$ cat config.mk
export PLATFORM = sky130hd
export DESIGN_NAME = msdr_center
export DESIGN_NICKNAME = d
export VERILOG_FILES = /design/src/hw/rtl/msdr_pkg.sv /design/src/hw/rtl/msdr_center.sv
export SDC_FILE = /design/constraint.sdc
export NUM_CORES = 1
export LEC_CHECK = 0
export ABC_AREA = 1
export BUFFER_PORTS_ARGS = -buffer_cell sky130_fd_sc_hd__buf_4
export CORE_MARGIN = 4
export CORE_UTILIZATION = 48
export DETAILED_ROUTE_END_ITERATION = 10
export PLACE_DENSITY = 0.73
export REMOVE_ABC_BUFFERS = 1
export SYNTH_ARGS = -nofsm -noshare
export SYNTH_HDL_FRONTEND = slang
export SYNTH_SLANG_ARGS = --single-unit
$ cat constraint.sdc
create_clock -name i_clk -period 3.8 [get_ports i_clk]
set_clock_uncertainty 0.05 [all_clocks]
set_input_delay 0.38 -clock i_clk [delete_from_list [all_inputs] [get_ports i_clk]]
set_output_delay 0.38 -clock i_clk [all_outputs]
set_load 0.05 [all_outputs]
$ cat src/hw/rtl/msdr_pkg.sv
// shared widths, register indexes and lane types for the masked sum reducer
package msdr_pkg;

    // field widths
    localparam int WORD_W  = 63;
    localparam int PLAIN_W = 32;
    localparam int CFG_IDX_W = 1;

    // configuration register indexes
    localparam logic [CFG_IDX_W-1:0] CFG_CIPHER_MODULUS = 1'd0;
    localparam logic [CFG_IDX_W-1:0] CFG_PLAIN_MODULUS  = 1'd1;

    // reset values of the moduli
    localparam logic [WORD_W-1:0]  CIPHER_MOD_RESET = 63'd2;
    localparam logic [PLAIN_W-1:0] PLAIN_MOD_RESET  = 32'd2;

    // number of cells in each remainder chain, one per operand bit
    localparam int Q_CELLS = WORD_W;
    localparam int T_CELLS = WORD_W;

    // lane passed between mod-q cells
    typedef struct packed {
        logic              vld;
        logic [WORD_W-1:0] cw;   // cipher word bits not yet consumed, msb first
        logic [WORD_W-1:0] mw;   // mask word bits not yet consumed, msb first
        logic [WORD_W-1:0] ra;   // running remainder of cipher word mod q
        logic [WORD_W-1:0] rb;   // running remainder of mask word mod q
    } t_qlane;

    // lane passed between mod-t cells
    typedef struct packed {
        logic               vld;
        logic               neg;  // centered value is negative
        logic [WORD_W-1:0]  m;    // magnitude bits not yet consumed, msb first
        logic [PLAIN_W-1:0] r;    // running remainder of magnitude mod t
    } t_tlane;

    // lane between the two centering stages
    typedef struct packed {
        logic              vld;
        logic [WORD_W-1:0] sum;  // modular sum below q
    } t_slane;

endpackage

$ cat src/hw/rtl/msdr_center.sv
// modular sum of the two remainders and centering around zero
module msdr_center (
    input  logic                              i_clk,
    input  logic                              i_rst_n,
    input  logic                              i_en,
    input  logic [msdr_pkg::WORD_W-1:0]       i_modulus,
    input  msdr_pkg::t_qlane                  i_lane,
    output msdr_pkg::t_tlane                  o_lane
);

    msdr_pkg::t_slane                r_sum;
    msdr_pkg::t_slane                n_sum;
    msdr_pkg::t_tlane                r_lane;
    msdr_pkg::t_tlane                n_lane;
    logic [msdr_pkg::WORD_W:0]       w_add;
    logic [msdr_pkg::WORD_W+1:0]     w_dif;
    logic [msdr_pkg::WORD_W-1:0]     w_half;

    // stage one: a + b, take off q once when reached
    always_comb begin
        w_add = {1'b0, i_lane.ra} + {1'b0, i_lane.rb};
        w_dif = {1'b0, w_add} - {2'b00, i_modulus};
        n_sum.vld = i_lane.vld;
        n_sum.sum = w_dif[msdr_pkg::WORD_W+1] ? w_add[msdr_pkg::WORD_W-1:0]
                                              : w_dif[msdr_pkg::WORD_W-1:0];
    end

    // stage two: values above q/2 become negative with magnitude q - s
    always_comb begin
        w_half     = {1'b0, i_modulus[msdr_pkg::WORD_W-1:1]};
        n_lane.vld = r_sum.vld;
        n_lane.neg = r_sum.sum > w_half;
        n_lane.m   = n_lane.neg ? (i_modulus - r_sum.sum) : r_sum.sum;
        n_lane.r   = '0;
    end

    // stage registers: valid bits are reset, payload is not
    always_ff @(posedge i_clk) begin
        if (!i_rst_n) begin
            r_sum.vld  <= 1'b0;
            r_lane.vld <= 1'b0;
        end else if (i_en) begin
            r_sum.vld  <= n_sum.vld;
            r_lane.vld <= n_lane.vld;
        end
        if (i_en) begin
            r_sum.sum  <= n_sum.sum;
            r_lane.neg <= n_lane.neg;
            r_lane.m   <= n_lane.m;
            r_lane.r   <= n_lane.r;
        end
    end

    assign o_lane = r_lane;

endmodule

Word-level counts from Yosys, hierarchy flattened --
Cells that the tools add are included. Widths: inputs -> output; s select.
Operators by class: muxes and demuxes 2, shift-type cells 0, order comparisons 1, reductions and logical operators 0, $mul 0, equal/unequal tests 0, divide/modulo/power cells 0, bitwise gates (word level) 0, add/subtract/negate cells 3
Operators with widths (count):
- $mux 63 | 2
- $sub 64x63->65 | 1
- $add 63x63->64 | 1
- $gt 63x62->1 | 1
- $sub 63x63->63 | 1
Storage, ports and cells: output and inout bits 97, memories 0, latch bits 0, word-level logic and storage cells 11, memory bits (read-only) 0, bits in writable memories 0, register bits 129

Logic depth before layout (Yosys ltp) --
depth after elaboration 3, gate-level depth with buffers 32

Worst setup path after synthesis --
OpenSTA, ideal clock, no wires.
kind input -> register, start point input port i_lane[0] (netlist name), end point register r_sum[39] (netlist name), data pin, cell stages on the path 29, data arrival time 3691 ps, path slack -71 ps, cell sequence ha_1 -> fa_1 -> nand2_1 -> inv_1 -> nand2_1 -> nand2_1 -> nand2_1 -> nand2_1 -> nand2_1 -> nand2_1 -> nand3_1 -> nand3_1 -> nand2_1 -> nand2_1 -> nand2_1 -> nand2_1 -> ha_1 -> nand2_1 -> inv_2 -> a21oi_1 -> o21ai_1 -> a21oi_1 -> nand3_2 -> nand2_2 -> inv_2 -> o21ai_4 -> buf_8 -> nand2_2 -> nand2_2
RTL lines:
- from (decl) | line msdr_center.sv:7 | input msdr_pkg::t_qlane i_lane,
- to (decl) | line msdr_center.sv:11 | msdr_pkg::t_slane r_sum;

==> flow_summary.ini <==
[run_status]
status = completed

[drt]
post_drt_wl_per_cell_um = 18.84
dr.pass1.iters = 6
dr.first_iter.drc_count = 2650
via_per_inst = 5.364
drc = 0
totalWireLength_um = 102400
vias = 29160
antenna_left = 0

[die]
row_count = 80
core_um2 = 47650
initial_core_util_pct = 48.55
io_pins = 416
die_area_um2 = 51770
dieHeight_um = 227.5
die_x_um = 227.5

[cells_and_area]
fin_nets = 5381
fin_area_um2 = 33370
final_cell_mix = 1121 x nand2_1, 832 x buf_4, 670 x inv_1
final_common_cell = nand2_1
area_delta_synth_final_pct = 44.26
drive_gt1_share_pct = 30.88
num_antenna_cells = 0

[global_routing]
overflow = 0
grt_usage_pct = 36.71
antenna_found_initial = 0
grt_pass1_vias = 27130
grt_max_degree = 131
grt_pass1_wl_um = 144900

[yosys]
synth-edff-count = 127
synth_ff_type = edfxtp_1
synth_warnings = 0
synth_top_family_by_area = simple AND/OR/NAND/NOR gates
yosysTopAreaCell = nand2_1
synth-seq-area-share_pct = 16.66
synthTopCellsByArea = nand2_1 20%, edfxtp_1 16%, ha_1 14%, inv_1 11%, nor2_1 7.0%
synth_top_cell_area_share_pct = 19.88
synth.distinct_cells = 48
synth_mux_area_share_pct = 0
synth-xor-area-share_pct = 3.976
synth-adder-area-share_pct = 13.78
synth_cells = 3963
syn_area_um2 = 23130
synthSimpleGateAreaFrac_pct = 39.54
synth_area_per_cell_um2 = 5.837
synth_seq_cells = 129
synth_compound_area_share_pct = 12.46
async_flop_share_pct = 0

[critical_path]
crit_arrival_ns = 4.03
worst-path-buf-inv = 6
cp-start-kind = primary input
path_class = primary input to flip-flop
cp_data_required_time_ns = 4.07
slowest_delay_ns = 0.33
critPathMaxFanout = 8
path_cells = buf_4, ha_4, a21oi_1, o21ai_0, a21o_1, a21oi_2, nand2_4, buf_4, xor2_2, ha_1, nand2_2, nor2_4, buf_4, a21oi_2, nand2_1, nand2_1, nand3_2, nand2_2, inv_2, o21ai_4, buf_6, clkbuf_16, nand2_2, nand2_2
path_delay_family = compound AO/OA/AOI/OAI gates
cp_common_cell = nand2_2
r2r_slack_ns = 0.67
rr_worst_depth = 11
cp-end-kind = flip-flop
r2r_end = o_lane[74]
slowest_stage = ha_1
rr_startpoint = r_sum[30]

[power_and_ir_drop]
p_leak_nw = 17.27
p_per_area_nw_per_um2 = 500.3
vdd_drop_max_uv = 314.6

[sta]
tightest_slew_ns = 0.7913
finalWorstSetupSlack_ns = 0.04545
hold_viol_final = 0
setup_viol = 0
whs_ns = 0.09946
max_freq_mhz = 266.3
timing.final.crit_share_pct = 98.80
min_period_ns = 3.755
slew_viol_final = 0
maxSlewHeadroom_pct = 47.25
rsz0062_at_grt = yes

[cts]
cts_sinks = 129
ctsRootBufferMaster = clkbuf_16
cts_tree = built
clock_path_buffers = 2
clk_pin_slew_ns = 0.07
postCtsHoldBufs = 0
htree_levels = 4
numCtsBuffers = 17
clock_latency_ns = 0.46

[flow_run]
maxCapViolations = 0

[min_path]
hold_depth = 3
hp-class = primary input to flip-flop
min_to = n_lane[96]
min_from = i_lane[252]

[placement]
dpl.hpwl_um = 83420
routabilityCongestion = 1.061
preCtsSetupSlack_ns = -0.6832
io_buffers = 257
dpl_cell_area_um2 = 29830
==> flip-flops by register name (all words and copies together) (netlist names) <==
register  flops
r_sum        63
n_lane        1
o_lane       65
==> worst max path at each step <==
stage | startpoint | end | cells past startpoint
floorplan | i_lane[0] | r_sum[0] | 28
global placement | i_lane[28] | r_sum[62] | 22
detailed placement | i_lane[28] | r_sum[62] | 22
CTS | i_lane[21] | r_sum[30] | 21
global route | i_lane[27] | r_sum[21] | 25
finish | i_lane[25] | r_sum[21] | 24
==> timing repair <==
action | 4_1_cts | 5_1_grt
cloned | 4 | 4
endpoints found under the setup margin | 63 | 63
pin swaps | 11 | 99
resized for setup | 76 | 458
setup buffers | 11 | 19
==> Yosys cell counts, types with 4 or more instances <==
master	number
a21boi_0	10
a21o_1	11
a21oi_1	265
a21oi_2	10
and2_1	6
buf_2	16
buf_4	32
buf_8	6
clkbuf_1	7
edfxtp_1	127
ha_1	250
inv_1	682
inv_2	33
nand2_1	1225
nand2_2	112
nand3_1	251
nand3_2	4
nand3b_1	8
nand4_1	51
nor2_1	431
nor2_2	4
nor3_1	44
nor4_1	15
o21a_1	5
o21ai_0	184
o21ai_1	6
o21bai_1	30
xnor2_1	34
xor2_1	71
==> cells by family after synthesis <==
| logic type | count (synthesis) |
|---|---|
| compound gates | 530 |
| fa+ha+maj | 253 |
| flops | 129 |
| buf+inv | 778 |
| xor+xnor | 105 |
| other cells | 1 |
| simple gates | 2167 |
==> final cells by class <==
class                   count  area, µm²
multi-input cells        3087      18720
fillers                  4202      14270
repair buffers            858       6743
flip-flops and latches    129       3854
inverters                 716       2688
well taps                 615      769.5
clock buffers              18      429.2
clock inverters            14      165.2
==> through the flow <==
step	cells	util (%)	power [W]	TNS (ns)
after floorplan	3932	-	0.009352	-60.60
after global placement	5367	62.60	0.01352	-36.72
after detailed placement	5367	62.60	0.01365	-41.38
after CTS	5414	64.96	0.01567	0
after global routing	5437	70.04	0.01777	-4.368
final	5437	70.04	0.01670	0
==> metal layers <==
metal | routed length (µm) | global-route usage, % | part of all wire, % | up-vias
li1 | - | - | - | 14250
met1 | 39840 | 45.68 | 39 | 13210
met2 | 47130 | 60.95 | 46 | 1389
met3 | 7814 | 3.740 | 7.6 | 321
met4 | 7646 | 23.35 | 7.5 | 0
met5 | 0 | 0 | 0 | -
==> where the power goes <==
part / switching [W] / leakage (nW) / internal (W)
Combinational: 0.00745 / 15.7 / 0.00472
Sequential: 0.000410 / 1.26 / 0.00235
Clock: 0.000736 / 0.280 / 0.00103
Total: 0.00860 / 17.3 / 0.00810
==> worst min-delay path, delay by kind of cell <==
| kind | cells | cell delay (ns) |
|---|---|---|
| buffers and inverters | 1 | 0.08 |
| AND/OR/NAND/NOR | 2 | 0.11 |
Power figures use the tool's default switching activity.
