[src/hw/rtl/msdr_pkg.sv]
// shared widths, register indexes and lane types for the masked sum reducer
package msdr_pkg;

    // field widths
    localparam int WORD_W  = 63;
    localparam int PLAIN_W = 32;
    localparam int CFG_IDX_W = 1;

    // configuration register indexes
    localparam logic [CFG_IDX_W-1:0] CFG_CIPHER_MODULUS = 1'd0;
    localparam logic [CFG_IDX_W-1:0] CFG_PLAIN_MODULUS  = 1'd1;

    // reset values of the moduli
    localparam logic [WORD_W-1:0]  CIPHER_MOD_RESET = 63'd2;
    localparam logic [PLAIN_W-1:0] PLAIN_MOD_RESET  = 32'd2;

    // number of cells in each remainder chain, one per operand bit
    localparam int Q_CELLS = WORD_W;
    localparam int T_CELLS = WORD_W;

    // lane passed between mod-q cells
    typedef struct packed {
        logic              vld;
        logic [WORD_W-1:0] cw;   // cipher word bits not yet consumed, msb first
        logic [WORD_W-1:0] mw;   // mask word bits not yet consumed, msb first
        logic [WORD_W-1:0] ra;   // running remainder of cipher word mod q
        logic [WORD_W-1:0] rb;   // running remainder of mask word mod q
    } t_qlane;

    // lane passed between mod-t cells
    typedef struct packed {
        logic               vld;
        logic               neg;  // centered value is negative
        logic [WORD_W-1:0]  m;    // magnitude bits not yet consumed, msb first
        logic [PLAIN_W-1:0] r;    // running remainder of magnitude mod t
    } t_tlane;

    // lane between the two centering stages
    typedef struct packed {
        logic              vld;
        logic [WORD_W-1:0] sum;  // modular sum below q
    } t_slane;

endpackage

[src/hw/rtl/msdr_modq_cell.sv]
// one restoring remainder step modulo q for both operands
module msdr_modq_cell (
    input  logic                              i_clk,
    input  logic                              i_rst_n,
    input  logic                              i_en,
    input  logic [msdr_pkg::WORD_W-1:0]       i_modulus,
    input  msdr_pkg::t_qlane                  i_lane,
    output msdr_pkg::t_qlane                  o_lane
);

    msdr_pkg::t_qlane                r_lane;
    msdr_pkg::t_qlane                n_lane;
    logic [msdr_pkg::WORD_W:0]       w_sh_a;
    logic [msdr_pkg::WORD_W:0]       w_sh_b;
    logic [msdr_pkg::WORD_W+1:0]     w_dif_a;
    logic [msdr_pkg::WORD_W+1:0]     w_dif_b;

    // shift in the next operand bit and subtract q when it fits
    always_comb begin
        w_sh_a  = {i_lane.ra, i_lane.cw[msdr_pkg::WORD_W-1]};
        w_sh_b  = {i_lane.rb, i_lane.mw[msdr_pkg::WORD_W-1]};
        w_dif_a = {1'b0, w_sh_a} - {2'b00, i_modulus};
        w_dif_b = {1'b0, w_sh_b} - {2'b00, i_modulus};
        n_lane.vld = i_lane.vld;
        n_lane.cw  = {i_lane.cw[msdr_pkg::WORD_W-2:0], 1'b0};
        n_lane.mw  = {i_lane.mw[msdr_pkg::WORD_W-2:0], 1'b0};
        n_lane.ra  = w_dif_a[msdr_pkg::WORD_W+1] ? w_sh_a[msdr_pkg::WORD_W-1:0]
                                                 : w_dif_a[msdr_pkg::WORD_W-1:0];
        n_lane.rb  = w_dif_b[msdr_pkg::WORD_W+1] ? w_sh_b[msdr_pkg::WORD_W-1:0]
                                                 : w_dif_b[msdr_pkg::WORD_W-1:0];
    end

    // lane register: valid bit is reset, payload is not
    always_ff @(posedge i_clk) begin
        if (!i_rst_n) begin
            r_lane.vld <= 1'b0;
        end else if (i_en) begin
            r_lane.vld <= n_lane.vld;
        end
        if (i_en) begin
            r_lane.cw <= n_lane.cw;
            r_lane.mw <= n_lane.mw;
            r_lane.ra <= n_lane.ra;
            r_lane.rb <= n_lane.rb;
        end
    end

    assign o_lane = r_lane;

endmodule

[config.mk]
export PLATFORM = sky130hd
export DESIGN_NAME = msdr_modq_cell
export DESIGN_NICKNAME = d
export VERILOG_FILES = /design/src/hw/rtl/msdr_pkg.sv /design/src/hw/rtl/msdr_modq_cell.sv
export SDC_FILE = /design/constraint.sdc
export NUM_CORES = 1
export LEC_CHECK = 0
export ABC_AREA = 1
export BUFFER_PORTS_ARGS = -buffer_cell sky130_fd_sc_hd__buf_2
export CAP_MARGIN = 25
export CELL_PAD_IN_SITES_DETAIL_PLACEMENT = 0
export CELL_PAD_IN_SITES_GLOBAL_PLACEMENT = 2
export CORE_ASPECT_RATIO = 0.7
export CORE_MARGIN = 4
export CORE_UTILIZATION = 26
export CTS_CLUSTER_SIZE = 20
export DETAILED_ROUTE_END_ITERATION = 8
export GPL_TIMING_DRIVEN = 0
export PLACE_DENSITY = 0.87
export SLEW_MARGIN = 15
export SYNTH_ARGS = -nofsm -noshare
export SYNTH_HDL_FRONTEND = slang
export SYNTH_SLANG_ARGS = --single-unit
[constraint.sdc]
create_clock -name i_clk -period 2.1 [get_ports i_clk]
set_clock_uncertainty 0.15 [all_clocks]
set_input_delay 0.21 -clock i_clk [delete_from_list [all_inputs] [get_ports i_clk]]
set_output_delay 0.21 -clock i_clk [all_outputs]
set_load 0.01 [all_outputs]
-- Yosys cells after proc, flatten, opt, wreduce, memory -nomap -nowiden
Index checks and enable logic that the tools add are counted.
W data, S select, Z words.
- register bits: 251
- output and inout bits: 253
- add/subtract/negate cells: 2
- mux-type cells: 2
- operators by type and width (kind ; count):
    $sub A64 B63 Y65 ; 2
    $mux W63 ; 2

-- Depth between registers and ports, before layout
- depth after elaboration: 2
- depth in mapped cells: 18

-- Least setup slack after synthesis
No wires, ideal clock.
- kind: input to register
- start point: input port i_lane[251] (netlist bit)
- end point: register r_lane, in the netlist o_lane[121], data pin
- data required time: 1.697 ns
- slack: -0.124 ns
- buffers on the path: 1
- arrival time: 1.821 ns
- cell stages on the path: 16
- setup time: 0.253 ns
- cell sequence: inv_1 -> ha_1 -> fa_1 -> nor2_1 -> o21ai_1 -> nand2_2 -> nand2_2 -> nand2_2 -> nand2_1 -> nand2_2 -> nand2_2 -> nand2_4 -> inv_2 -> buf_2 -> nand2_1 -> nand2_1
- RTL lines (element ; line ; text):
    start: declaration ; msdr_modq_cell.sv:7 ; input msdr_pkg::t_qlane i_lane,
    end: declaration ; msdr_modq_cell.sv:11 ; msdr_pkg::t_qlane r_lane;

==> impl_results.md <==
* H-tree Lvls at 1
* Crit path cell chain: buf_2 > clkinvlp_4 > ha_4 > nand2_1 > nor3_2 > nand3_1 > nor2_1 > inv_1 > nor2_1 > nand2_2 > nand2_4 > buf_12 > buf_12 > nand3_2 > nand2_2
* Placed cells at between 4000 and 5000
* Status: finished with violations
* Register area share after synthesis at a little over a third
* Min-Delay Path Depth at 1
* Largest family of logic cells by synthesized area: simple AND/OR/NAND/NOR gates
* Cells after synthesis at 3212
* Vias at 22919
* Library cells used by synthesis at 36
* Min-Delay Endpoint: o_lane[68]
* GP Congestion at 0.893
* Yosys top cell area share at 35.9%
* Crit Path Category: input port to flop
* CTS tree: done
* Vias per Instance at between 4 and 5
* Finished Layout Cells at 5196
* Overflow after GRT at 0
* Worst Setup Start Kind: input port
* Met3 Resource Use GR at approximately 3.7%
* Power Density at 588 mW/mm^2
* Full die area at 0.0852 sq mm
* Initial DRC count at 1628
* Nets at about 4500
* Path depth of the worst reg2reg path at 3
* Count leader, synth: nand2_1
* Routed Wire Length at between 100000 and 150000 microns
* Final Max Slew Viols at 0
* CTS max path bufs at 3
* Initial Utilization at about a quarter
* Drc violations at 0
* DRT antenna net count at 0
* CP Data Required Time at 2.39 ns
* CP max-delay cell: ha_4
* CTS Root Cell: clkbuf_16
* Num CTS Buffers at 27
* Synth top cells by count: 1452 x nand2_1, 679 x inv_1, 250 x edfxtp_1
* Ys flop type: edfxtp_1
* CP Data Arrival Time at between 2 and 2.5 ns
* Core ar. at 0.0792 sq mm
* Synth Area in Compound Gates at roughly 2.8%
* Fraction of synthesized cell area in xor and xnor cells at between 2 and 3%
* Most crowded layer after global routing: met2
* Hold slack at -0.0459 ns
* Die width at 347 microns
* Initial antenna violation count at 24
* Worst r2r src: o_lane[252]
* Unrepaired setup endpoints after global routing: yes
* Asr flop ratio synth at 0%
* First-pass GRT wire length at 144000 microns
* Failing checks: hold timing, setup timing
* Clock transition at path regs at about 0.06 ns
* Final min period at roughly 2.2 ns
* Worst r2r dst: o_lane[252]
* Drt wl/cell at between 15 and 20 microns
* Post-synth top area cell: edfxtp_1
* Netlist Area Pre-Place at roughly 0.021 sq mm
* Worst Setup End Kind: flop
* PortBufs at 569
* Post-DP HPWL at 85300 microns
* Final Hold Vio Count at 32
* Row Count at 86
* Area delta synth->final at 45.7%
* PnR worst setup slack at -0.104 ns
* YS warnings at 0
* Pin count of the biggest net entering global routing at 110
* Simple-gate share of the synthesized area at 37.2%
* Worst rel slew slack at a little over two fifths
* First-pass iteration count of the detailed router at 7
* Layout cell share with drive strength beyond 1 at between 20% and 30%
* Adder-cell area share of the yosys netlist at 7.72%
* Total Routing Usage GR at between 20% and 30%
* Hold Crit Class: input port to flop
* Boundary Pins at ~570
* Met2 Usage GRT at 35.3%
* Post-synth EDFFs at 250
* CTS Sinks at 251
* Post-synthesis mux area share at 0%
* Worst VDD drop at 0.000566 V
* Crit-path max FO at 10
* Clk Latency, worst-skew pair at ~0.6 ns
* Yosys reg bits at 251
* Final setup viols at 48
* Period utilization at 105%
* Die Span Y at about 250 microns
* Fmax achieved at between 0.4 and 0.5 GHz
* Post-Route Utilization at 38.5%
* Synth top area cells: edfxtp_1 36%, nand2_1 26%, inv_1 12%, ha_1 7.5%, nor2_1 3.9%
* Pre-CTS setup slack at -0.997 ns
* Reg2reg setup slack at 0.71 ns
* Leakage at 0.0160 uW
* Largest register FFs at 251
* Vias in the first global route at 22134
* Hold Startpoint: i_en
* Slew @ Worst Pin at between 0.8 and 0.9 ns
* MaxCap Viol Count at 0
* Max stage delay on crit path at 0.38 ns
* Syn Area/Cell at 6.52 sq um
* GR Layer Usage met1 at 33.7%
per-layer routing:
metal / part of all wire (%) / wire, microns
met5: 0.033 / 34
met4: 2.2 / 2250
met3: 6.4 / 6540
met2: 44 / 45200
met1: 47 / 48800
what timing repair did:
item	CTS	global route
pin swaps	15	25
endpoints found under the hold margin	318	18
setup buffers	19	15
cloned	0	1
gates resized for setup	140	103
endpoints found under the setup margin	121	127
hold buffers	252	2
where the power goes:
part           internal, uW  switching (uW)
registers              6250             194
clock network          2480            2220
logic                  2580            4210
how the worst max path moves through the flow:
stage / from / to / cells after the start
4_1_cts: i_modulus[53] / o_lane[35] / 15
3_5_place_dp: i_modulus[35] / o_lane[47] / 17
6_report: i_modulus[60] / o_lane[116] / 15
3_3_place_gp: i_en / o_lane[252] / 3
5_1_grt: i_modulus[12] / o_lane[116] / 17
2_1_floorplan: i_lane[188] / o_lane[11] / 16
placed cells by master (no fill, tap or decap), types with 5 or more instances in the layout:
cell type	n
nand2_2	43
nor2_2	36
edfxtp_1	250
nor2_1	184
o21ai_0	14
ha_4	67
buf_6	16
nor3_2	6
nand2_1	1416
nand3_1	121
buf_12	15
clkbuf_1	6
dlygate4sd3_1	254
clkinv_1	5
inv_2	27
diode_2	19
nor2_4	12
nor3_1	21
clkbuf_16	28
buf_4	31
a21oi_1	78
nand3b_1	18
ha_1	43
a21oi_2	6
clkinvlp_4	35
inv_1	642
xor2_1	58
nand3_2	30
o21bai_1	6
nor4_1	6
ha_2	16
nand2_4	8
buf_2	568
nand4_1	20
metrics by stage:
stage	TNS, ns	instance area, sq um	total power [uW]	hold WS (ns)
after detailed placement	-103.44	25500	12400	0.238
final	-2.02	30500	17900	-0.0459
after CTS	-0.306	29800	17800	-0.0642
after global placement	-859.55	25400	12400	0.236
after floorplan	-3.24	21300	9830	0.153
after global routing	-9.21	30500	19000	-0.0564
kinds of logic (layout without fill, tap and decap cells):
kind of cell / count (synthesis) / after routing
buf+inv: 734 / 1642
flops: 251 / 251
xor+xnor: 60 / 60
fa+ha+maj: 128 / 128
compound gates: 113 / 113
simple gates: 1925 / 1925
other cells: 1 / 21
area by class of cell:
type                       count  area (sq um)
clock inverter                12          86.3
antenna                       19          47.5
inverter                     706          2780
sequential                   251          7530
multi-input combinational   2228         11800
timing repair buffer         860          5850
fill                        8551         48700
tap                         1056          1320
clock buffer                  36           739
buffer                        28           345
critical path: cells and delay by family:
kind	cells	cell delay [ns]
adders and majority gates	1	0.38
buffers and inverters	5	0.70
and+or+nand+nor	9	1.17
(Power assumes the default switching activity.)
