File: src/hw/rtl/msdr_pkg.sv
// shared widths, register indexes and lane types for the masked sum reducer
package msdr_pkg;

    // field widths
    localparam int WORD_W  = 63;
    localparam int PLAIN_W = 32;
    localparam int CFG_IDX_W = 1;

    // configuration register indexes
    localparam logic [CFG_IDX_W-1:0] CFG_CIPHER_MODULUS = 1'd0;
    localparam logic [CFG_IDX_W-1:0] CFG_PLAIN_MODULUS  = 1'd1;

    // reset values of the moduli
    localparam logic [WORD_W-1:0]  CIPHER_MOD_RESET = 63'd2;
    localparam logic [PLAIN_W-1:0] PLAIN_MOD_RESET  = 32'd2;

    // number of cells in each remainder chain, one per operand bit
    localparam int Q_CELLS = WORD_W;
    localparam int T_CELLS = WORD_W;

    // lane passed between mod-q cells
    typedef struct packed {
        logic              vld;
        logic [WORD_W-1:0] cw;   // cipher word bits not yet consumed, msb first
        logic [WORD_W-1:0] mw;   // mask word bits not yet consumed, msb first
        logic [WORD_W-1:0] ra;   // running remainder of cipher word mod q
        logic [WORD_W-1:0] rb;   // running remainder of mask word mod q
    } t_qlane;

    // lane passed between mod-t cells
    typedef struct packed {
        logic               vld;
        logic               neg;  // centered value is negative
        logic [WORD_W-1:0]  m;    // magnitude bits not yet consumed, msb first
        logic [PLAIN_W-1:0] r;    // running remainder of magnitude mod t
    } t_tlane;

    // lane between the two centering stages
    typedef struct packed {
        logic              vld;
        logic [WORD_W-1:0] sum;  // modular sum below q
    } t_slane;

endpackage

File: src/hw/rtl/msdr_modt_cell.sv
// one restoring remainder step of the centered magnitude modulo t
module msdr_modt_cell (
    input  logic                              i_clk,
    input  logic                              i_rst_n,
    input  logic                              i_en,
    input  logic [msdr_pkg::PLAIN_W-1:0]      i_modulus,
    input  msdr_pkg::t_tlane                  i_lane,
    output msdr_pkg::t_tlane                  o_lane
);

    msdr_pkg::t_tlane                r_lane;
    msdr_pkg::t_tlane                n_lane;
    logic [msdr_pkg::PLAIN_W:0]      w_sh;
    logic [msdr_pkg::PLAIN_W+1:0]    w_dif;

    // shift in the next magnitude bit and subtract t when it fits
    always_comb begin
        w_sh  = {i_lane.r, i_lane.m[msdr_pkg::WORD_W-1]};
        w_dif = {1'b0, w_sh} - {2'b00, i_modulus};
        n_lane.vld = i_lane.vld;
        n_lane.neg = i_lane.neg;
        n_lane.m   = {i_lane.m[msdr_pkg::WORD_W-2:0], 1'b0};
        n_lane.r   = w_dif[msdr_pkg::PLAIN_W+1] ? w_sh[msdr_pkg::PLAIN_W-1:0]
                                                : w_dif[msdr_pkg::PLAIN_W-1:0];
    end

    // lane register: valid bit is reset, payload is not
    always_ff @(posedge i_clk) begin
        if (!i_rst_n) begin
            r_lane.vld <= 1'b0;
        end else if (i_en) begin
            r_lane.vld <= n_lane.vld;
        end
        if (i_en) begin
            r_lane.neg <= n_lane.neg;
            r_lane.m   <= n_lane.m;
            r_lane.r   <= n_lane.r;
        end
    end

    assign o_lane = r_lane;

endmodule

File: config.mk
export PLATFORM = sky130hd
export DESIGN_NAME = msdr_modt_cell
export DESIGN_NICKNAME = d
export VERILOG_FILES = /design/src/hw/rtl/msdr_pkg.sv /design/src/hw/rtl/msdr_modt_cell.sv
export SDC_FILE = /design/constraint.sdc
export NUM_CORES = 1
export LEC_CHECK = 0
export BUFFER_PORTS_ARGS = -buffer_cell sky130_fd_sc_hd__buf_2
export CAP_MARGIN = 5
export CELL_PAD_IN_SITES_DETAIL_PLACEMENT = 0
export CELL_PAD_IN_SITES_GLOBAL_PLACEMENT = 2
export CORE_ASPECT_RATIO = 0.6
export CORE_MARGIN = 3
export CORE_UTILIZATION = 29
export CTS_BUF_LIST = sky130_fd_sc_hd__clkbuf_16
export CTS_CLUSTER_SIZE = 30
export DETAILED_ROUTE_END_ITERATION = 16
export MAX_ROUTING_LAYER = met4
export PLACE_DENSITY = 0.8
export SETUP_SLACK_MARGIN = 0.2
export SYNTH_ARGS = -nofsm -noshare
export SYNTH_HDL_FRONTEND = slang
export SYNTH_SLANG_ARGS = --single-unit
File: constraint.sdc
create_clock -name i_clk -period 2.95 [get_ports i_clk]
set_input_delay 0.295 -clock i_clk [delete_from_list [all_inputs] [get_ports i_clk]]
set_output_delay 0.295 -clock i_clk [all_outputs]
set_load 0.02 [all_outputs]
# Word-level counts from Yosys, hierarchy flattened
# Index checks and enable logic that the tools add are counted.
[word_totals] register_bits=96 inputBits=132 out_inout_bits=97 wordCells=6
[op_classes] add_sub_neg=1 mux=1
[op_table] cell="$sub A33 B32 Y34" n=1
[op_table] cell="$mux W32" n=1

# Logic depth before layout (Yosys ltp)
# Gate-level depths: netlist of the first run.
[logic_depth] word_depth=2 ltp_mapped=13 mapped_depth_nobuf=11

# Least setup slack after synthesis of the first run
# OpenSTA, ideal clock, no wires.
[synth_path] path_type="in2reg" start="input i_lane[94] (netlist bit)" end="register r_lane, in the netlist o_lane[28], data pin" setup_time_ps=261 arrival_time_ps=2334 required_time_ps=2689 slack_ps=355 path_stages=11 path_cell_list="inv_1 ha_1 fa_1 nand2b_1 a21oi_1 o311a_1 o31ai_2 a21oi_4 a31oi_4 and4bb_2 o32a_1"
[synth_rtl] element="start, declared" line_no="msdr_modt_cell.sv:7" text="input msdr_pkg::t_tlane i_lane,"
[synth_rtl] element="end, declared" line_no="msdr_modt_cell.sv:11" text="msdr_pkg::t_tlane r_lane;"

==> results of run 1 <==
-- cell families (layout without fill, tap and decap cells) --
family	count (synthesis)	in the layout	synth area share
compound gates	120	120	0.154
simple gates	102	102	0.0937
flops	96	96	0.560
buf+inv	55	306	0.0466
fa+ha+maj	33	33	0.0820
xor+xnor	28	28	0.0478
mux	7	7	0.0149
other cells	1	1	0.000731
-- path summary, 6_finish.rpt --
| kind | endpoint | slack [ns] | depth (start not counted) |
|---|---|---|---|
| max | o_lane[28] | 0.36 | 12 |
| min | o_lane[82] | 0.11 | 1 |
| max reg2reg | o_lane[96] | 2.34 | 2 |
| min reg2reg | o_lane[96] | 0.55 | 2 |
-- critical path, delay by kind of cell --
kind,cells,cell delay (ns)
buffers and inverters,2,0.13
adders and majority gates,2,0.59
AOI/OAI and AO/OA,6,1.24
and+or+nand+nor,2,0.43
-- final cells by class --
class / instances / area, um2
clock buffers: 9 / 225
clock inverters: 7 / 72.6
fillers: 1664 / 9810
inverters: 40 / 150
multi-input cells: 291 / 2020
flip-flops and latches: 96 / 2870
well taps: 228 / 285
repair buffers: 250 / 1320
-- cell usage in the layout, fill, tap and decap left out, types with 7 or more instances in the layout --
cell and count:
sky130_fd_sc_hd__a21oi_1 53, sky130_fd_sc_hd__xor2_1 13, sky130_fd_sc_hd__nand2_1 26, sky130_fd_sc_hd__edfxtp_1 95, sky130_fd_sc_hd__inv_1 40, sky130_fd_sc_hd__buf_4 23
sky130_fd_sc_hd__xnor2_1 15, sky130_fd_sc_hd__buf_2 226, sky130_fd_sc_hd__a211oi_1 7, sky130_fd_sc_hd__nor2_1 37, sky130_fd_sc_hd__clkbuf_16 9, sky130_fd_sc_hd__o21ai_0 15
sky130_fd_sc_hd__ha_1 32, sky130_fd_sc_hd__a21o_1 16
-- cells in the mapped netlist, types with 4 or more instances --
| cell | count | area share |
|---|---|---|
| sky130_fd_sc_hd__nor2_1 | 37 | 0.027 |
| sky130_fd_sc_hd__clkbuf_1 | 6 | 0.0044 |
| sky130_fd_sc_hd__buf_2 | 5 | 0.0049 |
| sky130_fd_sc_hd__nand2b_1 | 4 | 0.0049 |
| sky130_fd_sc_hd__xnor2_1 | 15 | 0.026 |
| sky130_fd_sc_hd__nor2b_1 | 5 | 0.0061 |
| sky130_fd_sc_hd__o21bai_1 | 4 | 0.0059 |
| sky130_fd_sc_hd__nand3_1 | 6 | 0.0059 |
| sky130_fd_sc_hd__o21ai_0 | 15 | 0.015 |
| sky130_fd_sc_hd__ha_1 | 32 | 0.078 |
| sky130_fd_sc_hd__a211oi_1 | 7 | 0.010 |
| sky130_fd_sc_hd__mux2_2 | 5 | 0.011 |
| sky130_fd_sc_hd__nand2_1 | 27 | 0.020 |
| sky130_fd_sc_hd__edfxtp_1 | 95 | 0.56 |
| sky130_fd_sc_hd__a21oi_1 | 53 | 0.052 |
| sky130_fd_sc_hd__nand4_1 | 4 | 0.0049 |
| sky130_fd_sc_hd__a21o_1 | 16 | 0.023 |
| sky130_fd_sc_hd__inv_1 | 40 | 0.029 |
| sky130_fd_sc_hd__xor2_1 | 13 | 0.022 |
-- routing by layer --
metal,track usage,part of all wire,vias up
met5,-,0,-
met4,0.0202,0.0036,0
met3,0.0477,0.082,5
met2,0.218,0.42,155
met1,0.216,0.50,1969
li1,-,-,2101
-- per-stage QoR --
stage,TNS (ns),hold WS [ns],setup slack (ns)
after global placement,0,0.473,0.0765
after detailed placement,-0.0206,0.473,-0.0206
final,0,0.115,0.359
after global routing,0,0.0915,0.272
after CTS,0,0.0979,0.352
after floorplan,0,0.394,0.355
-- where the power goes --
group	switching, mW	internal (mW)
Combinational	0.619	0.404
Sequential	0.0369	1.68
Clock	0.573	0.598
Total	1.23	2.68
==> results.rst, run 1 <==
.. list-table::
   :header-rows: 1

   * - Metric
     - Value
   * - Nets
     - 853
   * - Worst rel slew slack
     - 0.583
   * - Core Util, Final
     - 0.415
   * - Sinks on the clock net
     - 96
   * - Count of flip-flops with a built-in enable after synthesis
     - 95
   * - Post-detailed-route DRC marker count
     - 0
   * - Synth Warn #
     - 0
   * - Area of the core region
     - 16800 um2
   * - Chip Height
     - 109 um
   * - Vias per std cell
     - 4.59
   * - Count of endpoints failing setup in the final report
     - 0
   * - Share of synthesized registers carrying an async set or reset
     - 0
   * - Clock skew after layout
     - 0 ns
   * - Sequential area share after synthesis
     - 0.560
   * - Standby leakage power
     - 3.19 nW
   * - Total power divided by cell area
     - 562 nW/um2
   * - Net Count, Synth
     - 607
   * - Class of the tightest hold or removal check
     - in2reg
   * - DP Wirelength
     - 12000 um
   * - Transition time of the tightest slew-check pin
     - 0.625 ns
   * - Antenna violations before repair
     - 0
   * - Global-route wire length before repair
     - 22100 um
   * - # IOs
     - 229
   * - Hold Buf Count CTS
     - 0
   * - Slowest stage cell, crit path
     - sky130_fd_sc_hd__fa_1
   * - Wire length reported by the detailed router
     - 14800 um
   * - Clock network latency to the later pin of the worst-skew pair
     - 0.34 ns
   * - Initial standard-cell utilization of the core
     - 0.306
   * - Minimum clock period after layout
     - 2.59 ns
   * - Longest individual stage delay on the worst path
     - 0.39 ns
   * - Synthesis-to-finish area growth
     - 35.5%
   * - Worst Setup Path Type
     - in2reg
   * - Synthesized cell area
     - 5130 um2
   * - Crit share post-route
     - 0.878
   * - H-tree lvl count
     - 3
   * - Sum of internal, switching and leakage power
     - 3.91 mW
   * - Vias
     - 4230
   * - Post-CTS setup buffer count
     - 0
   * - Total global routing track utilization
     - 0.152
   * - Critical path endpoint category
     - flop
   * - Count of mapped cells out of synthesis
     - 442
   * - Area of the die
     - 19400 um2
   * - Launch point of the critical path
     - i_lane[94]
   * - Number of CTS-inserted buffers
     - 9
   * - Upper clock frequency limit
     - 386 MHz
   * - RSZ-0062 raised after global routing
     - no
   * - Number of max-slew violations in the final report
     - 0
   * - Number of flip-flops under the largest register name
     - 96
   * - Register bit total from synthesis
     - 96
   * - Clock input transition at the sequential cells of the worst setup and hold paths
     - 0.08 ns
   * - Status
     - completed
   * - Row count
     - 36
   * - Total of max-cap violations
     - 0
   * - Largest net degree at the start of global routing
     - 57
   * - Global-route congestion overflow total
     - 0
   * - Dominant register cell in the synthesized netlist
     - sky130_fd_sc_hd__edfxtp_1
   * - Max Fanout on Critical Path
     - 4
   * - HP Start
     - i_lane[81]
   * - Horiz. Die Dim
     - 178 um
   * - Number of hold-slack violations in the final timing report
     - 0
   * - Count of input and output buffers
     - 227
   * - Antenna diodes
     - 0
   * - Via count of the first global-routing pass
     - 4202
   * - Average footprint of a synthesized cell
     - 11.6 um2
   * - Instance area after placement
     - 6650 um2
   * - Finished Cell Area
     - 6950 um2
   * - Share of post-route cells with drive strength above 1
     - 0.408
   * - FF-to-FF Start
     - o_lane[96]
   * - Cells resized by post-CTS repair
     - 0
   * - Root buffer cell
     - sky130_fd_sc_hd__clkbuf_16
   * - Worst-path cell chain
     - buf_2, inv_1, ha_1, fa_1, nand2b_1, a21oi_1, o311a_1, o31ai_2, a21oi_4, a31oi_4, and4bb_2, o32a_1
   * - Maximum number of buffers from clock root to sink
     - 2
   * - Largest vdd supply drop
     - 0.259 mV
   * - Placed Cells
     - 905
   * - Startpoint class of the critical path
     - primary input
   * - ANT nets after route
     - 0
   * - Endpoint arrival time on the critical path
     - 2.69 ns
   * - Synth cell types
     - 57
   * - Required arrival time at the worst endpoint
     - 3.05 ns
   * - Final Instance Count excl. Fillers
     - 921
   * - Global placer's final weighted congestion
     - 0.798
   * - Wire length per cell after detailed routing
     - 16.1 um
   * - Drt pass-1 iters
     - 5
   * - CTS tree
     - yes
   * - 1st-iter DRT viols
     - 276
No activity file was read; power rests on OpenSTA's default activity.
==> run 2: changes to the inputs <==
Settings changed: RECOVER_POWER set to 25.
==> run 2 against run 1 <==
The flow now finishes with violations (capacitance limit, slew limit). Non-clock buffer count did not move. Wire length hardly changed. Register-to-register slack barely moved. Cell count did not move. Utilization is essentially flat. Critical path type unchanged. Highest routed layer unchanged.
==> results.rst, run 2 (same netlist as run 1, synthesis figures left out) <==
.. list-table::
   :header-rows: 1

   * - Metric
     - Value
   * - Status
     - complete, but fails checks
   * - Violations in the final reports
     - capacitance limit, slew limit
   * - Cells resized by post-CTS repair
     - 0 (unchanged)
   * - Crit share post-route
     - 0.879 (about the same)
   * - Switching share of power
     - 0.314 (about the same)
   * - Largest vdd supply drop
     - 0.259 mV (about the same)
   * - Vias
     - 4236 (+0.14%)
   * - Chip Height
     - 109 um (unchanged)
   * - Drt pass-1 iters
     - 4 (-1)
   * - Synthesis-to-finish area growth
     - 35.4% (about the same)
   * - Placed Cells
     - 905 (unchanged)
   * - Grt met2 use
     - 0.218 (unchanged)
   * - Antenna diodes
     - 0 (unchanged)
   * - Part of the power in registers
     - 0.439 (about the same)
   * - Standby leakage power
     - 3.18 nW (-0.20%)
   * - Vias per std cell
     - 4.60 (+0.14%)
   * - Nets
     - 853 (unchanged)
   * - Critical path endpoint category
     - flop
   * - Count of endpoints failing setup in the final report
     - 0 (unchanged)
   * - Transition time of the tightest slew-check pin
     - 2.59 ns (+1.96 ns)
   * - Internal power component
     - 2.68 mW (about the same)
   * - Wire length per cell after detailed routing
     - 16.1 um (about the same)
   * - Total of max-cap violations
     - 1 (+1)
   * - Hold Buf Count CTS
     - 0 (unchanged)
   * - Root buffer cell
     - sky130_fd_sc_hd__clkbuf_16
   * - 1st-iter DRT viols
     - 279 (+1.1%)
   * - Count of input and output buffers
     - 227 (unchanged)
   * - # IOs
     - 229 (unchanged)
   * - Fill cell total of the finished layout
     - 1664 (unchanged)
   * - Initial standard-cell utilization of the core
     - 0.306 (unchanged)
   * - Maximum number of buffers from clock root to sink
     - 2 (unchanged)
   * - Most frequent cells in the layout
     - sky130_fd_sc_hd__buf_2 (225), sky130_fd_sc_hd__edfxtp_1 (95), sky130_fd_sc_hd__a21oi_1 (53)
   * - Post-CTS setup buffer count
     - 0 (unchanged)
   * - Endpoint arrival time on the critical path
     - 2.69 ns (about the same)
   * - Startpoint class of the critical path
     - primary input
   * - Worst Setup Path Type
     - in2reg
   * - Via count of the first global-routing pass
     - 4202 (unchanged)
   * - Global routing usage on met3
     - 0.0477 (unchanged)
   * - Sinks on the clock net
     - 96 (unchanged)
   * - Number of CTS-inserted buffers
     - 9 (unchanged)
   * - Switching power summed over all nets
     - 1.23 mW (about the same)
   * - Layer carrying the most global-route usage
     - met2
   * - Horiz. Die Dim
     - 178 um (unchanged)
   * - ANT nets after route
     - 0 (unchanged)
   * - Global placer's final weighted congestion
     - 0.798 (unchanged)
   * - H-tree lvl count
     - 3 (unchanged)
   * - Global-route congestion overflow total
     - 0 (unchanged)
   * - Max Fanout on Critical Path
     - 4 (unchanged)
   * - Final Instance Count excl. Fillers
     - 921 (unchanged)
   * - CTS tree
     - yes
   * - Largest net degree at the start of global routing
     - 57 (unchanged)
   * - Gate power share
     - 0.262 (about the same)
   * - Wire length reported by the detailed router
     - 14800 um (about the same)
   * - Area of the core region
     - 16800 um2 (unchanged)
   * - Total power divided by cell area
     - 563 nW/um2 (about the same)
   * - Post-detailed-route DRC marker count
     - 0 (unchanged)
   * - Number of max-slew violations in the final report
     - 41 (+41)
   * - DP Wirelength
     - 12000 um (unchanged)
   * - Grt met1 use
     - 0.216 (unchanged)
   * - Share of post-route cells with drive strength above 1
     - 0.405 (-0.00289)
   * - Row count
     - 36 (unchanged)
   * - Upper clock frequency limit
     - 386 MHz (about the same)
   * - Minimum clock period after layout
     - 2.59 ns (+0.00107 ns)
   * - Clock skew after layout
     - 0 ns (unchanged)
   * - Most common cell after layout, fill and taps aside
     - sky130_fd_sc_hd__buf_2
   * - Required arrival time at the worst endpoint
     - 3.05 ns (about the same)
   * - Clock input transition at the sequential cells of the worst setup and hold paths
     - 0.08 ns (about the same)
   * - Class of the tightest hold or removal check
     - in2reg
   * - Sum of internal, switching and leakage power
     - 3.91 mW (about the same)
   * - Total global routing track utilization
     - 0.152 (unchanged)
   * - Clock network latency to the later pin of the worst-skew pair
     - 0.34 ns (about the same)
   * - Worst rel slew slack
     - -0.726 (-1.31)
   * - RSZ-0062 raised after global routing
     - no
   * - Number of flip-flops under the largest register name
     - 96 (unchanged)
   * - Area of the die
     - 19400 um2 (unchanged)
   * - Clock share of power
     - 0.299 (about the same)
   * - Global-route wire length before repair
     - 22100 um (unchanged)
   * - Number of hold-slack violations in the final timing report
     - 0 (unchanged)
   * - Antenna violations before repair
     - 0 (unchanged)
run 2: cell count changes in the layout (fill, tap and decap cells not counted), sizes merged:
cell	before	now
buf	250	248
clkbuf	9	11
run 2: worst max-delay path, cell delays in order:
cell	delay [ns]
sky130_fd_sc_hd__buf_2	0.09
sky130_fd_sc_hd__inv_1	0.04
sky130_fd_sc_hd__ha_1	0.20
sky130_fd_sc_hd__fa_1	0.39
sky130_fd_sc_hd__nand2b_1	0.18
sky130_fd_sc_hd__a21oi_1	0.19
sky130_fd_sc_hd__o311a_1	0.25
sky130_fd_sc_hd__o31ai_2	0.11
sky130_fd_sc_hd__a21oi_4	0.24
sky130_fd_sc_hd__a31oi_4	0.13
sky130_fd_sc_hd__and4bb_2	0.25
sky130_fd_sc_hd__o32a_1	0.32
run 2: layout make-up:
cell class                      count  area (um2)  area share
Tap cell                          228         285      0.0411
Clock inverter                      7        72.6      0.0105
Sequential cell                    96        2870       0.414
Inverter                           40         150      0.0216
Timing Repair Buffer              250        1320       0.190
Clock buffer                        9         225      0.0324
Multi-Input combinational cell    291        2020       0.291
run 2: per-stage QoR:
step / setup TNS (ns) / cell area (um2) / hold slack, ns / worst slack [ns] / utilization
5_1_grt: 0 / 6940 / 0.0915 / 0.150 / 0.414
6_report: 0 / 6940 / 0.115 / 0.358 / 0.414
3_5_place_dp: -0.0206 / 6650 / 0.473 / -0.0206 / 0.397
2_1_floorplan: 0 / 5130 / 0.394 / 0.355 / -
3_3_place_gp: 0 / 6650 / 0.473 / 0.0765 / 0.397
4_1_cts: 0 / 6950 / 0.0979 / 0.352 / 0.415
run 2: power by group through the flow:
stage | logic [mW] | clock network (mW) | registers, mW
2_1_floorplan | 0.430 | 0 | 1.94
3_3_place_gp | 1.02 | 0 | 1.74
3_5_place_dp | 1.03 | 0 | 1.74
4_1_cts | 1.03 | 1.21 | 1.72
5_1_grt | 1.12 | 1.28 | 1.73
6_report | 1.02 | 1.17 | 1.71
run 2: final timing paths:
path | start | to | slack [ns] | cells past startpoint
worst max-delay path | i_lane[94] | o_lane[28] | 0.36 | 12
worst min-delay path | i_lane[81] | o_lane[82] | 0.12 | 1
worst max register to register | o_lane[96] | o_lane[96] | 2.34 | 2
worst min register to register | o_lane[96] | o_lane[96] | 0.55 | 2
run 2: layer usage:
metal	wire length, um	vias to the layer above
li1	-	2101
met1	7340	1963
met2	6200	167
met3	1230	5
met4	53	0
met5	0	-
==> run 3: changes to the inputs <==
Settings changed: CORE_MARGIN 3 to not set, TNS_END_PERCENT set to 50.
==> run 3 against run 2 <==
Fmax increased by 0.73%. Power increased by 0.97%. Non-clock buffer count increased by 5. Via count increased by 0.12%. Sequential power about the same. Wire length decreased by 5.6%. The run still ends with capacitance limit, slew limit left. Combinational power about the same. Clock power increased by 3%.
==> results.rst, run 3 (same netlist as run 1, synthesis figures left out) <==
.. list-table::
   :header-rows: 1

   * - Metric
     - Value
   * - Status
     - complete, but fails checks
   * - Violations in the final reports
     - capacitance limit, slew limit
   * - Antenna diodes
     - 0 (unchanged)
   * - Initial standard-cell utilization of the core
     - 0.298 (-0.00827)
   * - Upper clock frequency limit
     - 389 MHz (+0.73%)
   * - Aggregate negative setup slack
     - 0 ns (unchanged)
   * - Clock share of power
     - 0.306 (+0.007)
   * - Nets
     - 858 (+0.59%)
   * - Post-detailed-route DRC marker count
     - 0 (unchanged)
   * - Total of max-cap violations
     - 1 (unchanged)
   * - Worst R2R End
     - o_lane[96]
   * - Startpoint class of the critical path
     - primary input
   * - Number of max-slew violations in the final report
     - 31 (-24%)
   * - WP buf/inv
     - 2 (unchanged)
   * - Finished Cell Area
     - 7000 um2 (+0.85%)
   * - Clock network latency to the later pin of the worst-skew pair
     - 0.35 ns (about the same)
   * - Chip Height
     - 105 um (-3.7%)
   * - Minimum clock period after layout
     - 2.57 ns (-0.0189 ns)
   * - Wire length reported by the detailed router
     - 14000 um (-5.6%)
   * - Transition time of the tightest slew-check pin
     - 1.85 ns (-0.740 ns)
   * - Sum of internal, switching and leakage power
     - 3.94 mW (+0.97%)
   * - CP top delay family
     - compound AO/OA/AOI/OAI gates
   * - H-tree lvl count
     - 3 (unchanged)
   * - Class of the tightest hold or removal check
     - in2reg
   * - Most frequent cells in the layout
     - sky130_fd_sc_hd__buf_2 (226), sky130_fd_sc_hd__edfxtp_1 (95), sky130_fd_sc_hd__a21oi_1 (52)
   * - Vias
     - 4241 (+0.12%)
   * - Switching power summed over all nets
     - 1.25 mW (+1.7%)
   * - Hold WS
     - 0.109 ns (-0.00622 ns)
   * - Antenna violations before repair
     - 0 (unchanged)
   * - Critical path endpoint category
     - flop
   * - Crit share post-route
     - 0.872 (-0.00639)
   * - Most common cell after layout, fill and taps aside
     - sky130_fd_sc_hd__buf_2
   * - Row count
     - 37 (+2.8%)
   * - Switching share of power
     - 0.317 (+0.00224)
   * - Drt pass-1 iters
     - 4 (unchanged)
   * - Hold Path Cell Cnt
     - 1 (unchanged)
   * - CTS tree
     - yes
   * - Share of post-route cells with drive strength above 1
     - 0.413 (+0.00712)
   * - Sinks on the clock net
     - 96 (unchanged)
   * - Register-to-register setup slack
     - 2.35 ns (about the same)
   * - Standby leakage power
     - 3.22 nW (+1.1%)
   * - Slowest stage cell, crit path
     - sky130_fd_sc_hd__fa_1
   * - FF-to-FF Start
     - o_lane[96]
   * - Core Util, Final
     - 0.407 (-0.00779)
   * - Worst Setup Path Type
     - in2reg
   * - Worst-path cell chain
     - buf_2, inv_1, ha_1, fa_1, nand2b_1, a21oi_2, o311a_1, o31ai_2, a21oi_4, a31oi_4, and4bb_2, o32a_1
   * - Global-route congestion overflow total
     - 0 (unchanged)
   * - Instance area after placement
     - 6690 um2 (+0.56%)
   * - Area of the core region
     - 17200 um2 (+2.8%)
   * - Clock input transition at the sequential cells of the worst setup and hold paths
     - 0.08 ns (about the same)
   * - Worst-case setup margin in the final layout
     - 0.377 ns (+0.0189 ns)
   * - Total power divided by cell area
     - 563 nW/um2 (+0.13%)
   * - Placed Cells
     - 915 (+1.1%)
   * - Endpoint arrival time on the critical path
     - 2.68 ns (about the same)
   * - Clock skew after layout
     - 0 ns (unchanged)
   * - Min-Delay Endpoint
     - o_lane[61]
   * - Synthesis-to-finish area growth
     - 36.5%
   * - Area of the die
     - 18200 um2 (-5.8%)
   * - Largest net degree at the start of global routing
     - 67 (+18%)
   * - DP Wirelength
     - 11100 um (-7.2%)
   * - Longest individual stage delay on the worst path
     - 0.38 ns (about the same)
   * - ANT nets after route
     - 0 (unchanged)
   * - Final Instance Count excl. Fillers
     - 932 (+1.2%)
   * - Worst rel slew slack
     - -0.233 (+0.494)
   * - Gate power share
     - 0.260 (-0.002)
   * - Part of the power in registers
     - 0.434 (-0.005)
   * - Required arrival time at the worst endpoint
     - 3.06 ns (about the same)
   * - HP Start
     - i_lane[60]
   * - Horiz. Die Dim
     - 174 um (-2.3%)
   * - Number of CTS-inserted buffers
     - 9 (unchanged)
   * - Max Fanout on Critical Path
     - 4 (unchanged)
   * - Maximum number of buffers from clock root to sink
     - 2 (unchanged)
   * - Count of endpoints failing setup in the final report
     - 0 (unchanged)
   * - Total global routing track utilization
     - 0.158 (+0.00623)
   * - Global placer's final weighted congestion
     - 0.826 (+3.4%)
   * - Number of hold-slack violations in the final timing report
     - 0 (unchanged)
   * - Worst reg-to-reg path cell count
     - 2 (unchanged)
   * - Internal power component
     - 2.70 mW (+0.64%)
   * - Pre-CTS setup slack
     - -0.0405 ns (-0.0198 ns)
   * - Vias per std cell
     - 4.55 (-1.1%)
   * - Global-route wire length before repair
     - 21700 um (-1.9%)
   * - Via count of the first global-routing pass
     - 4247 (+1.1%)
   * - # IOs
     - 229 (unchanged)
   * - Wire length per cell after detailed routing
     - 15.0 um (-6.7%)
   * - Largest vdd supply drop
     - 0.243 mV (-6.0%)
   * - Hold Buf Count CTS
     - 0 (unchanged)
   * - 1st-iter DRT viols
     - 258 (-7.5%)
   * - RSZ-0062 raised after global routing
     - no
   * - Count of input and output buffers
     - 227 (unchanged)
   * - Number of flip-flops under the largest register name
     - 96 (unchanged)
   * - Root buffer cell
     - sky130_fd_sc_hd__clkbuf_16
==> run 3: final cells by class <==
type | count | area, um2
Clock buffer | 9 | 225
Clock inverter | 7 | 81.3
Fill cell | 1769 | 10200
Inverter | 40 | 150
Multi-Input combinational cell | 291 | 2020
Sequential cell | 96 | 2870
Tap cell | 234 | 293
Timing Repair Buffer | 255 | 1360
==> run 3: how the worst max path moves through the flow <==
stage             startpoint          to  depth (start not counted)
3_3_place_gp      i_lane[94]  o_lane[28]                         12
6_report          i_lane[94]  o_lane[28]                         12
5_1_grt        i_modulus[19]  o_lane[19]                         12
4_1_cts           i_lane[94]  o_lane[28]                         12
2_1_floorplan     i_lane[94]  o_lane[28]                         11
3_5_place_dp      i_lane[94]  o_lane[28]                         12
==> run 3: timing repair <==
action	in CTS	in global routing
buffers inserted	0	1
endpoints found under the setup margin	0	1
resized for setup	0	1
==> run 3: power by group through the flow <==
stage,combinational [mW],clock [mW],sequential [mW]
after global routing,1.12,1.29,1.73
after detailed placement,1.02,0,1.74
after floorplan,0.430,0,1.94
final,1.02,1.21,1.71
after global placement,1.02,0,1.74
after CTS,1.03,1.25,1.72
==> run 3: metal layers <==
layer / GRT usage / routed length, um / up-vias
li1: - / - / 2115
met1: 0.224 / 7180 / 1957
met2: 0.227 / 5920 / 158
met3: 0.0371 / 786 / 11
met4: 0.0357 / 121 / 0
met5: - / 0 / -
